$ cat src/rtl/assert_macros.svh
// Assertion macros for the file that carries concurrent checks
`ifndef ASSERT_MACROS_SVH
`define ASSERT_MACROS_SVH

`ifndef ASSERT_OFF

// Property must hold at every clock edge outside reset
`define ASSERT_CLK(lbl, clk, rst_n, prop, msg) \
    lbl: assert property (@(posedge clk) disable iff (!rst_n) (prop)) else $error(msg);

// Expression must never be true outside reset
`define ASSERT_NEVER(lbl, clk, rst_n, expr, msg) \
    lbl: assert property (@(posedge clk) disable iff (!rst_n) !(expr)) else $error(msg);

`else

`define ASSERT_CLK(lbl, clk, rst_n, prop, msg)
`define ASSERT_NEVER(lbl, clk, rst_n, expr, msg)

`endif

`endif

$ cat src/rtl/vgwq_pkg.sv
// Types, constants and codes of the version-gated wait queue
package vgwq_pkg;

    localparam int DEPTH   = 16;
    localparam int MAX_OUT = 16;
    localparam int CNT_W   = $clog2(DEPTH + 1);
    localparam int OUT_W   = (MAX_OUT > 1) ? $clog2(MAX_OUT) : 1;

    typedef enum logic [1:0] {
        K_ADD     = 2'd0,
        K_REL     = 2'd1,
        K_REL_ALL = 2'd2,
        K_NONE    = 2'd3
    } t_kind;

    typedef enum logic [1:0] {
        ST_ACCEPTED = 2'd0,
        ST_INVALID  = 2'd1,
        ST_FULL     = 2'd2,
        ST_RELEASED = 2'd3
    } t_status;

    typedef enum logic [1:0] {
        S_IDLE,
        S_DECODE,
        S_REL
    } t_state;

    typedef struct packed {
        t_kind       kind;
        logic [30:0] target_seq;
        logic [30:0] current_version;
        logic [15:0] waiter_tag;
    } t_in_word;

    typedef struct packed {
        t_status     status;
        logic [15:0] released_tag;
        logic [30:0] released_target;
        logic        last;
    } t_out_word;

    // Controller to datapath
    typedef struct packed {
        logic load;
        logic add_exec;
        logic pop;
        logic last;
    } t_dp_cmd;

    // Datapath to controller
    typedef struct packed {
        t_kind            kind;
        logic             rel_avail;
        logic             rel_next;
        logic [CNT_W-1:0] count;
    } t_dp_status;

endpackage

$ cat src/rtl/vgwq_ctrl.sv
// Controller: sequences decode, insertion and the release loop
module vgwq_ctrl
    import vgwq_pkg::*;
(
    input  logic       i_clk,
    input  logic       i_rst_n,
    input  logic       start,
    input  t_dp_status i_st,
    output logic       busy,
    output t_dp_cmd    o_cmd
);

    t_state           r_state, n_state;
    logic [OUT_W-1:0] r_n_out, n_n_out;

    // State and release counter
    always_ff @(posedge i_clk) begin
        if (!i_rst_n) begin
            r_state <= S_IDLE;
            r_n_out <= '0;
        end else begin
            r_state <= n_state;
            r_n_out <= n_n_out;
        end
    end

    // Next state
    always_comb begin
        n_state = r_state;
        case (r_state)
            S_IDLE: begin
                if (start) n_state = S_DECODE;
            end
            S_DECODE: begin
                case (i_st.kind)
                    K_ADD:     n_state = S_IDLE;
                    K_REL:     n_state = S_REL;
                    K_REL_ALL: n_state = S_REL;
                    default:   n_state = S_IDLE;
                endcase
            end
            S_REL: begin
                if (!o_cmd.pop || o_cmd.last) n_state = S_IDLE;
            end
            default: n_state = S_IDLE;
        endcase
    end

    // Outputs
    always_comb begin
        busy           = (r_state != S_IDLE);
        o_cmd.load     = (r_state == S_IDLE) && start;
        o_cmd.add_exec = (r_state == S_DECODE) && (i_st.kind == K_ADD);
        o_cmd.pop      = (r_state == S_REL) && i_st.rel_avail;
        // last word when the next head will not go, or the per-item bound is met
        o_cmd.last     = !i_st.rel_next || (r_n_out == OUT_W'(MAX_OUT - 1));
        n_n_out        = r_n_out;
        if (o_cmd.load)     n_n_out = '0;
        else if (o_cmd.pop) n_n_out = r_n_out + 1'b1;
    end

endmodule

$ cat src/rtl/vgwq_datapath.sv
// Datapath: sorted shift-register table, request register and result register
module vgwq_datapath
    import vgwq_pkg::*;
(
    input  logic       i_clk,
    input  logic       i_rst_n,
    input  t_in_word   i_in,
    input  t_dp_cmd    i_cmd,
    output t_dp_status o_st,
    output logic       o_strobe,
    output t_out_word  o_res
);

    t_in_word         r_req;
    logic [CNT_W-1:0] r_count;
    logic [30:0]      r_tgt [DEPTH];
    logic [15:0]      r_tag [DEPTH];
    t_out_word        r_res;
    logic             r_strobe;

    logic             add_invalid;
    logic             add_full;
    logic             rel_all;
    logic             do_insert;
    logic [DEPTH-1:0] ins;
    logic [DEPTH-1:0] sh;

    // Per-entry compare against the new target: entries above it move up one
    always_comb begin
        for (int i = 0; i < DEPTH; i++) begin
            ins[i] = (CNT_W'(i) < r_count) && (r_tgt[i] > r_req.target_seq);
        end
        sh[0] = 1'b0;
        for (int i = 1; i < DEPTH; i++) begin
            sh[i] = ins[i-1];
        end
    end

    // Decisions reported to the controller
    always_comb begin
        add_invalid    = (r_req.target_seq <= r_req.current_version);
        add_full       = (r_count == CNT_W'(DEPTH));
        rel_all        = (r_req.kind == K_REL_ALL);
        do_insert      = i_cmd.add_exec && !add_invalid && !add_full;
        o_st.kind      = r_req.kind;
        o_st.count     = r_count;
        o_st.rel_avail = (r_count != '0) &&
                         (rel_all || (r_tgt[0] <= r_req.current_version));
        o_st.rel_next  = (r_count >= CNT_W'(2)) &&
                         (rel_all || (r_tgt[1] <= r_req.current_version));
    end

    // Request word latch
    always_ff @(posedge i_clk) begin
        if (i_cmd.load) r_req <= i_in;
    end

    // Table: insert in place or pop the head
    always_ff @(posedge i_clk) begin
        if (do_insert) begin
            for (int i = 0; i < DEPTH; i++) begin
                if (sh[i]) begin
                    // entry 0 never shifts in; the index is held in range
                    r_tgt[i] <= r_tgt[(i > 0) ? i - 1 : 0];
                    r_tag[i] <= r_tag[(i > 0) ? i - 1 : 0];
                end else if (ins[i] || (CNT_W'(i) == r_count)) begin
                    r_tgt[i] <= r_req.target_seq;
                    r_tag[i] <= r_req.waiter_tag;
                end
            end
        end else if (i_cmd.pop) begin
            for (int i = 0; i < DEPTH - 1; i++) begin
                r_tgt[i] <= r_tgt[i+1];
                r_tag[i] <= r_tag[i+1];
            end
        end
    end

    // Fill count
    always_ff @(posedge i_clk) begin
        if (!i_rst_n) begin
            r_count <= '0;
        end else if (do_insert) begin
            r_count <= r_count + 1'b1;
        end else if (i_cmd.pop) begin
            r_count <= r_count - 1'b1;
        end
    end

    // Result word and strobe
    always_ff @(posedge i_clk) begin
        if (!i_rst_n) begin
            r_strobe <= 1'b0;
        end else begin
            r_strobe <= i_cmd.add_exec || i_cmd.pop;
        end
    end

    always_ff @(posedge i_clk) begin
        if (i_cmd.add_exec) begin
            if (add_invalid)   r_res.status <= ST_INVALID;
            else if (add_full) r_res.status <= ST_FULL;
            else               r_res.status <= ST_ACCEPTED;
            r_res.released_tag    <= '0;
            r_res.released_target <= '0;
            r_res.last            <= 1'b1;
        end else if (i_cmd.pop) begin
            r_res.status          <= ST_RELEASED;
            r_res.released_tag    <= r_tag[0];
            r_res.released_target <= r_tgt[0];
            r_res.last            <= i_cmd.last;
        end
    end

    assign o_strobe = r_strobe;
    assign o_res    = r_res;

endmodule

$ cat src/rtl/version_gated_wait_queue.sv
// Top level of the version-gated wait queue
//
// Waiters sit in a 16-entry table kept sorted by target version in a shift
// register, equal targets in arrival order. A command word is taken when start
// is high and busy is low. An add gives one result word through decode and then
// the result register, with busy high for one cycle, so the next word can be
// taken on the edge that takes the add result. A release or release-all gives
// one word per cycle from the head of the table, the first word passing decode,
// the first pop and the result register, and the block stays busy through decode
// and one pop per released waiter. A release that frees nothing gives no word
// and drops busy after decode and the release state. Each result word is
// on o_res for one cycle only, flagged by o_strobe, and must be taken then: there
// is no stall from the receiving side. last marks the final word of each command.
// Kind 3 is ignored and keeps busy high for one cycle.
`include "assert_macros.svh"

module version_gated_wait_queue
    import vgwq_pkg::*;
(
    input  logic      i_clk,
    input  logic      i_rst_n,
    input  logic      start,
    input  t_in_word  i_in,
    output logic      busy,
    output logic      o_strobe,
    output t_out_word o_res
);

    t_dp_cmd    cmd;
    t_dp_status st;

    // Sequencer
    vgwq_ctrl u_ctrl (
        .i_clk   (i_clk),
        .i_rst_n (i_rst_n),
        .start   (start),
        .i_st    (st),
        .busy    (busy),
        .o_cmd   (cmd)
    );

    // Table and result path
    vgwq_datapath u_dp (
        .i_clk    (i_clk),
        .i_rst_n  (i_rst_n),
        .i_in     (i_in),
        .i_cmd    (cmd),
        .o_st     (st),
        .o_strobe (o_strobe),
        .o_res    (o_res)
    );

    // Checks
    `ASSERT_NEVER(a_count_bound, i_clk, i_rst_n, st.count > CNT_W'(DEPTH), "fill count overflow")
    `ASSERT_CLK(a_pop_valid, i_clk, i_rst_n, cmd.pop |-> (st.count != '0), "pop on empty table")
    `ASSERT_CLK(a_strobe_after_busy, i_clk, i_rst_n, o_strobe |-> $past(busy), "word without work")
    `ASSERT_CLK(a_release_continues, i_clk, i_rst_n, (o_strobe && (o_res.status == ST_RELEASED) && !o_res.last) |-> busy, "release stopped early")

endmodule

$ cat config.mk
export PLATFORM = sky130hd
export DESIGN_NAME = version_gated_wait_queue
export DESIGN_NICKNAME = d
export VERILOG_FILES = /design/src/rtl/vgwq_pkg.sv /design/src/rtl/vgwq_ctrl.sv /design/src/rtl/vgwq_datapath.sv /design/src/rtl/version_gated_wait_queue.sv
export VERILOG_INCLUDE_DIRS = /design/src /design/src/rtl
export SDC_FILE = /design/constraint.sdc
export NUM_CORES = 2
export LEC_CHECK = 0
export ABC_CLOCK_PERIOD_IN_PS = 11550
export BUFFER_PORTS_ARGS = -buffer_cell sky130_fd_sc_hd__buf_2
export CAP_MARGIN = 10
export CORE_MARGIN = 1.5
export CORE_UTILIZATION = 64
export DETAILED_ROUTE_END_ITERATION = 7
export GPL_TIMING_DRIVEN = 0
export PLACE_DENSITY = 0.81
export SLEW_MARGIN = 20
export SYNTH_ARGS = -nofsm -noshare
export SYNTH_HDL_FRONTEND = slang
export SYNTH_HIERARCHICAL = 1
export SYNTH_SLANG_ARGS = --single-unit
$ cat constraint.sdc
create_clock -name i_clk -period 11.55 [get_ports i_clk]
set_clock_uncertainty 0.2 [all_clocks]
set_input_delay 2.31 -clock i_clk [delete_from_list [all_inputs] [get_ports i_clk]]
set_output_delay 2.31 -clock i_clk [all_outputs]
set_load 0.02 [all_outputs]
## Word level (Yosys, flattened, before mapping)

Memories as Yosys holds them, arrays and structs flattened.
Cells that the tools add are included.

| word-level totals | value |
|---|---|
| memories kept | 2 |
| RAM bits | 752 |
| bits in registers | 142 |
| input port bits | 83 |
| output and inout port bits | 52 |
| logic and storage cells | 376 |

| operators by class | value |
|---|---|
| add/sub/neg operators | 3 |
| reduce and logical (&&, ||, !) cells | 58 |
| order comparisons | 36 |
| multiplexer cells | 181 |
| equal/unequal tests | 23 |
| bitwise gates (word level) | 61 |

Memories:

| memory | words | width | rd ports | clocked after memory_dff | write ports | RTL line | RTL |
|---|---|---|---|---|---|---|---|
| u_dp.r_tgt | 16 | 31 | 16 | 0 | 16 | vgwq_datapath.sv:16 | `logic [30:0] r_tgt [DEPTH];` |
| u_dp.r_tag | 16 | 16 | 16 | 0 | 16 | vgwq_datapath.sv:17 | `logic [15:0] r_tag [DEPTH];` |

Operator list:

| operator | count |
|---|---|
| 2-to-1 mux 31 bit | 30 |
| > comparator 31 bit | 16 |
| 2-to-1 mux 16 bit | 30 |
| 2-to-1 mux 1 bit | 111 |
| 2-to-1 mux 50 bit | 2 |
| less-or-equal comparator 31 bit | 3 |
| OR 1 bit | 60 |
| == test 4 x 5 -> 1 bit (first input constant) | 8 |
| < comparator 4 x 5 -> 1 bit (first input constant) | 8 |
| logical AND 1 bit | 23 |
| logical OR 1 bit | 21 |
| == test 3 x 5 -> 1 bit (first input constant) | 4 |
| < comparator 3 x 5 -> 1 bit (first input constant) | 4 |
| == test 2 x 5 -> 1 bit (first input constant) | 2 |
| < comparator 1 x 5 -> 1 bit (first input constant) | 2 |
| < comparator 2 x 5 -> 1 bit (first input constant) | 2 |
| 2-to-1 mux 2 bit | 5 |
| 2-to-1 mux 5 bit | 2 |
| one-hot mux 2 bit (3 select lines) | 1 |
| nonzero test 2 bit | 3 |
| adder 5 x 1 -> 5 bit (second input constant) | 1 |
| == test 1 x 5 -> 1 bit (first input constant) | 1 |
| == test 5 bit (second input constant) | 1 |
| greater-or-equal comparator 5 x 2 -> 1 bit (second input constant) | 1 |
| other kinds (14) | 21 |

## Depth between registers and ports, before layout

An unclocked memory read counts as a cell.

| depth | value |
|---|---|
| word-level depth | 10 |
| depth in mapped cells | 20 |
| depth with buffers taken out | 15 |

## Modules after synthesis

The synthesis kept the hierarchy.

By module, submodules not included:

| module | cells an instance | sequential area each (um2) | times used | area an instance (um2) |
|---|---|---|---|---|
| vgwq_datapath | 5256 | 26125.1 | 1 | 56297.7 |
| vgwq_ctrl | 37 | 120.1 | 1 | 326.6 |

## Worst setup path after synthesis

No wires, ideal clock.

| timing | value |
|---|---|
| path kind | input port to flip-flop |
| start | input start |
| end | register u_ctrl.r_n_out[0] |
| path slack | 2481 ps |
| setup time | 122 ps |
| arrival | 8746 ps |
| stages | 3 |
| buffers on the path | 0 |
| required time | 11228 ps |
| path through | nor3b_1 nand2b_1 nor2_1 |

| on the way | value |
|---|---|
| word-level cells in the longest chain between the ends | 2 |

Ends and longest elaborated chain:

| element | RTL line | RTL |
|---|---|---|
| from (decl) | version_gated_wait_queue.sv:22 | `input logic start,` |
| logical AND 1 bit | vgwq_ctrl.sv:52 | `o_cmd.load = (r_state == S_IDLE) && start;` |
| OR reduction 2 bit (no source line) | - |  |
| to (signal assigned) | vgwq_ctrl.sv:23 | `r_n_out <= n_n_out;` |
| to (decl) | vgwq_ctrl.sv:14 | `logic [OUT_W-1:0] r_n_out, n_n_out;` |

Every way passes these cells.
A chain may end at the register's enable or synchronous reset.

==> results.ini <==
[finish]
drive_gt1_share_pct = 9.901
ff_latch_area_um2 = 26250
syn_to_final_growth_pct = 11.28
fillers = 6284
multi_input_area_um2 = 28250
final_nets = 6248

[die]
die_x_um = 300.5
coreArea_um2 = 87160
rows = 108
die_area_um2 = 90270
initial_core_util_pct = 64.97
die_h_um = 300.5
io_pins = 135

[clock_network]
cts_made_buffers = 99
path_clk_slew_ps = 60
htreeDepth = 3
cts_resized = 0
cts_buffer_depth = 3
cts_sinks = 894
clk_latency_ps = 710
root_buffer = clkbuf_16
cts_setup_buffers = 0
hold_buffers = 0
cts_tree = yes

[sta]
finalHoldViolations = 0
period_needed_ps = 8117
hold-worst-slack_ps = 284.4
slew_viol_final = 0
relSlewSlack_pct = 17.52
finalSetupViolations = 0
rsz0062_at_grt = no
tightestPinTransition_ps = 1230
period_share_pct = 70.27
timing.fmax_mhz = 123.2
fin_ws_ps = 3433

[synthesis]
async_reset_ff_share_pct = 0
synth_edf_count = 834
ys.flop_type = edfxtp_1
synthesis.area_um2 = 56620
ys_ff_latch = 894
synth_top_cell_area_share_pct = 44.23
ys_warn_count = 6
syn-num-nets = 5972
netlist_instances = 5293
postSynthAreaPerCell_um2 = 10.70
synth_top_cell_by_area = edfxtp_1
yosysUniqueCellTypes = 78
ys_seq_area_share_pct = 46.35
synth_area_leaders = edfxtp_1 (44%), ha_1 (13%), a221o_1 (4.3%)

[run_status]
violations = design-rule violations
status = finished, violations left

[global_routing]
grt_pass1_wl_um = 310300
antenna_found_initial = 10
grt_pass1_vias = 47927
grt.overflow.total = 0
grt_max_degree = 31
grt_usage_pct = 47.21

[setup_path]
path_class = reg -> reg
end_kind = flip-flop
critPathLaunchType = flip-flop
crit_path_frequent_cell = clkbuf_1
cp.required_ps = 11750
crit_family = buffers and inverters
crit_path_top_delay_cell = clkinv_1
r2r_slack_ps = 3430
path_buf_inv = 7
slowest_delay_ps = 1310
arrival_ps = 8320
crit_fanout = 19
worst-path-stages = 15
r2r_end = u_dp/r_tag[1][109]
path_cells = clkbuf_1 > clkinv_1 > ha_1 > nand4_1 > inv_1 > nand4_1 > nor2_1 > o21a_1 > o21a_1 > clkbuf_1 > clkbuf_1 > nor2_1 > a31oi_4 > buf_16 > buf_16
reg2reg_from = u_dp/r_req[73]
reg2reg_depth = 15

[placement]
gp_congestion = 1.072
hpwl_um = 170000
dp_slack_ps = 4321
io_buffers = 134

[route]
drt_iter0_drc = 8206
viasPerCell = 7.440
drc = 39
ant_nets = 0
vias = 50649
drt-total-wl_um = 217100
drt-pass1-iter-count = 8
wl_per_cell_um = 31.88

[worst_hold_path]
hold_end = u_ctrl/r_n_out[1]
hold_depth = 2
min_from = u_ctrl/r_n_out[1]
min_path_type = reg -> reg

[run]
maxCapViolCount = 0

[pwr]
powerDensity_nw_per_um2 = 121.6
worst_ir_drop_vdd_uv = 133.7
p_leak_nw = 24.31

worst reg2reg max path, stage by stage, from the launching register on:
cell,delay [ps]
edfxtp_1,800
clkbuf_1,890
clkinv_1,1330
ha_1,780
nand4_1,100
inv_1,70
nand4_1,170
nor2_1,270
o21a_1,190
o21a_1,240
clkbuf_1,690
clkbuf_1,600
nor2_1,280
a31oi_4,760
buf_16,240
buf_16,200
cell type report:
type | count | area share (%)
clock buffer | 117 | 4.136
tap | 1155 | 2.293
multi-input combinational | 3846 | 44.83
sequential | 894 | 41.65
inverter | 124 | 0.7387
buffer | 429 | 2.980
antenna | 7 | 0.02780
clock inverter | 61 | 0.8836
timing repair buffer | 175 | 2.458
cells in the final DEF, fill, tap and decap left out, types with 136 or more instances in the layout:
master,n
nor2_1,153
and2_1,170
a21oi_1,212
nand4_1,290
ha_1,596
clkbuf_1,287
o211ai_1,139
edfxtp_1,834
o311ai_0,136
nand2_1,524
buf_2,242
a221o_1,243
o21ai_0,140
a21o_1,156
mux2i_1,146
nand3_1,320
power breakdown:
group,internal [W],switching (W)
clock network,0.00179,0.00138
registers,0.00360,0.0000953
logic,0.000259,0.000543
sequential cells by signal, indices dropped and copies added (netlist names), 2 cells and up:
register        cells
u_dp/r_count        5
u_dp/r_tgt        496
u_ctrl/r_n_out      4
u_ctrl/r_state      2
u_dp/r_tag        256
u_dp/o_st           2
u_dp/o_res         50
u_dp/r_req         78
kinds of logic (layout without fill, tap and decap cells):
| kind of cell | Yosys count | after routing | share of synthesized area, % |
|---|---|---|---|
| flops | 894 | 894 | 46.35 |
| simple gates | 1688 | 1688 | 15.01 |
| compound gates | 1367 | 1367 | 17.80 |
| mux | 192 | 192 | 3.496 |
| xor+xnor | 3 | 3 | 0.04641 |
| buf+inv | 553 | 906 | 4.130 |
| fa+ha+maj | 596 | 596 | 13.17 |
| other cells | 0 | 7 | 0 |
how the worst max path moves through the flow:
stage	start	to	slack [ps]
2_1_floorplan	start	u_ctrl/r_n_out[0]	2480
4_1_cts	u_dp/r_req[75]	u_dp/r_tag[1][97]	4300
5_1_grt	u_dp/r_req[73]	u_dp/r_tag[1][97]	3630
3_5_place_dp	u_dp/r_req[75]	u_dp/r_tag[1][105]	4320
6_report	u_dp/r_req[73]	u_dp/r_tag[1][109]	3430
3_3_place_gp	start	u_ctrl/r_n_out[2]	-1540
per-stage QoR:
step	area, um2	utilization [%]	cells	setup TNS, ps	power, W
2_1_floorplan	56620	-	5293	0	0.004179
3_3_place_gp	58740	67.39	6582	-120340	0.004476
3_5_place_dp	59830	68.65	6623	0	0.004515
4_1_cts	63000	72.28	6801	0	0.007608
5_1_grt	63000	72.28	6801	0	0.007825
6_report	63010	72.30	6808	0	0.007661
per-layer routing:
layer | routed length (um) | up-vias | track usage (%)
li1 | - | 21390 | -
met1 | 76330 | 24102 | 60.46
met2 | 89680 | 4303 | 67.93
met3 | 33910 | 840 | 16.13
met4 | 17040 | 14 | 31.34
met5 | 95 | - | 0
cell usage after synthesis (26+ instances only):
| cell type | number |
|---|---|
| a221o_1 | 243 |
| and2_1 | 170 |
| a31oi_1 | 61 |
| clkbuf_1 | 278 |
| o211ai_1 | 139 |
| o311ai_0 | 136 |
| mux2_2 | 26 |
| nor2b_1 | 33 |
| buf_2 | 108 |
| nand3_1 | 320 |
| nor3_1 | 36 |
| a32oi_1 | 45 |
| edfxtp_1 | 834 |
| nand4_1 | 290 |
| inv_1 | 124 |
| a21oi_1 | 215 |
| dfxtp_1 | 60 |
| a21o_1 | 156 |
| and2_0 | 68 |
| ha_1 | 596 |
| o21ai_1 | 89 |
| nand2_1 | 524 |
| o21ai_0 | 144 |
| nor2_1 | 153 |
| mux2i_1 | 146 |
No activity file was read; power rests on OpenSTA's default activity.
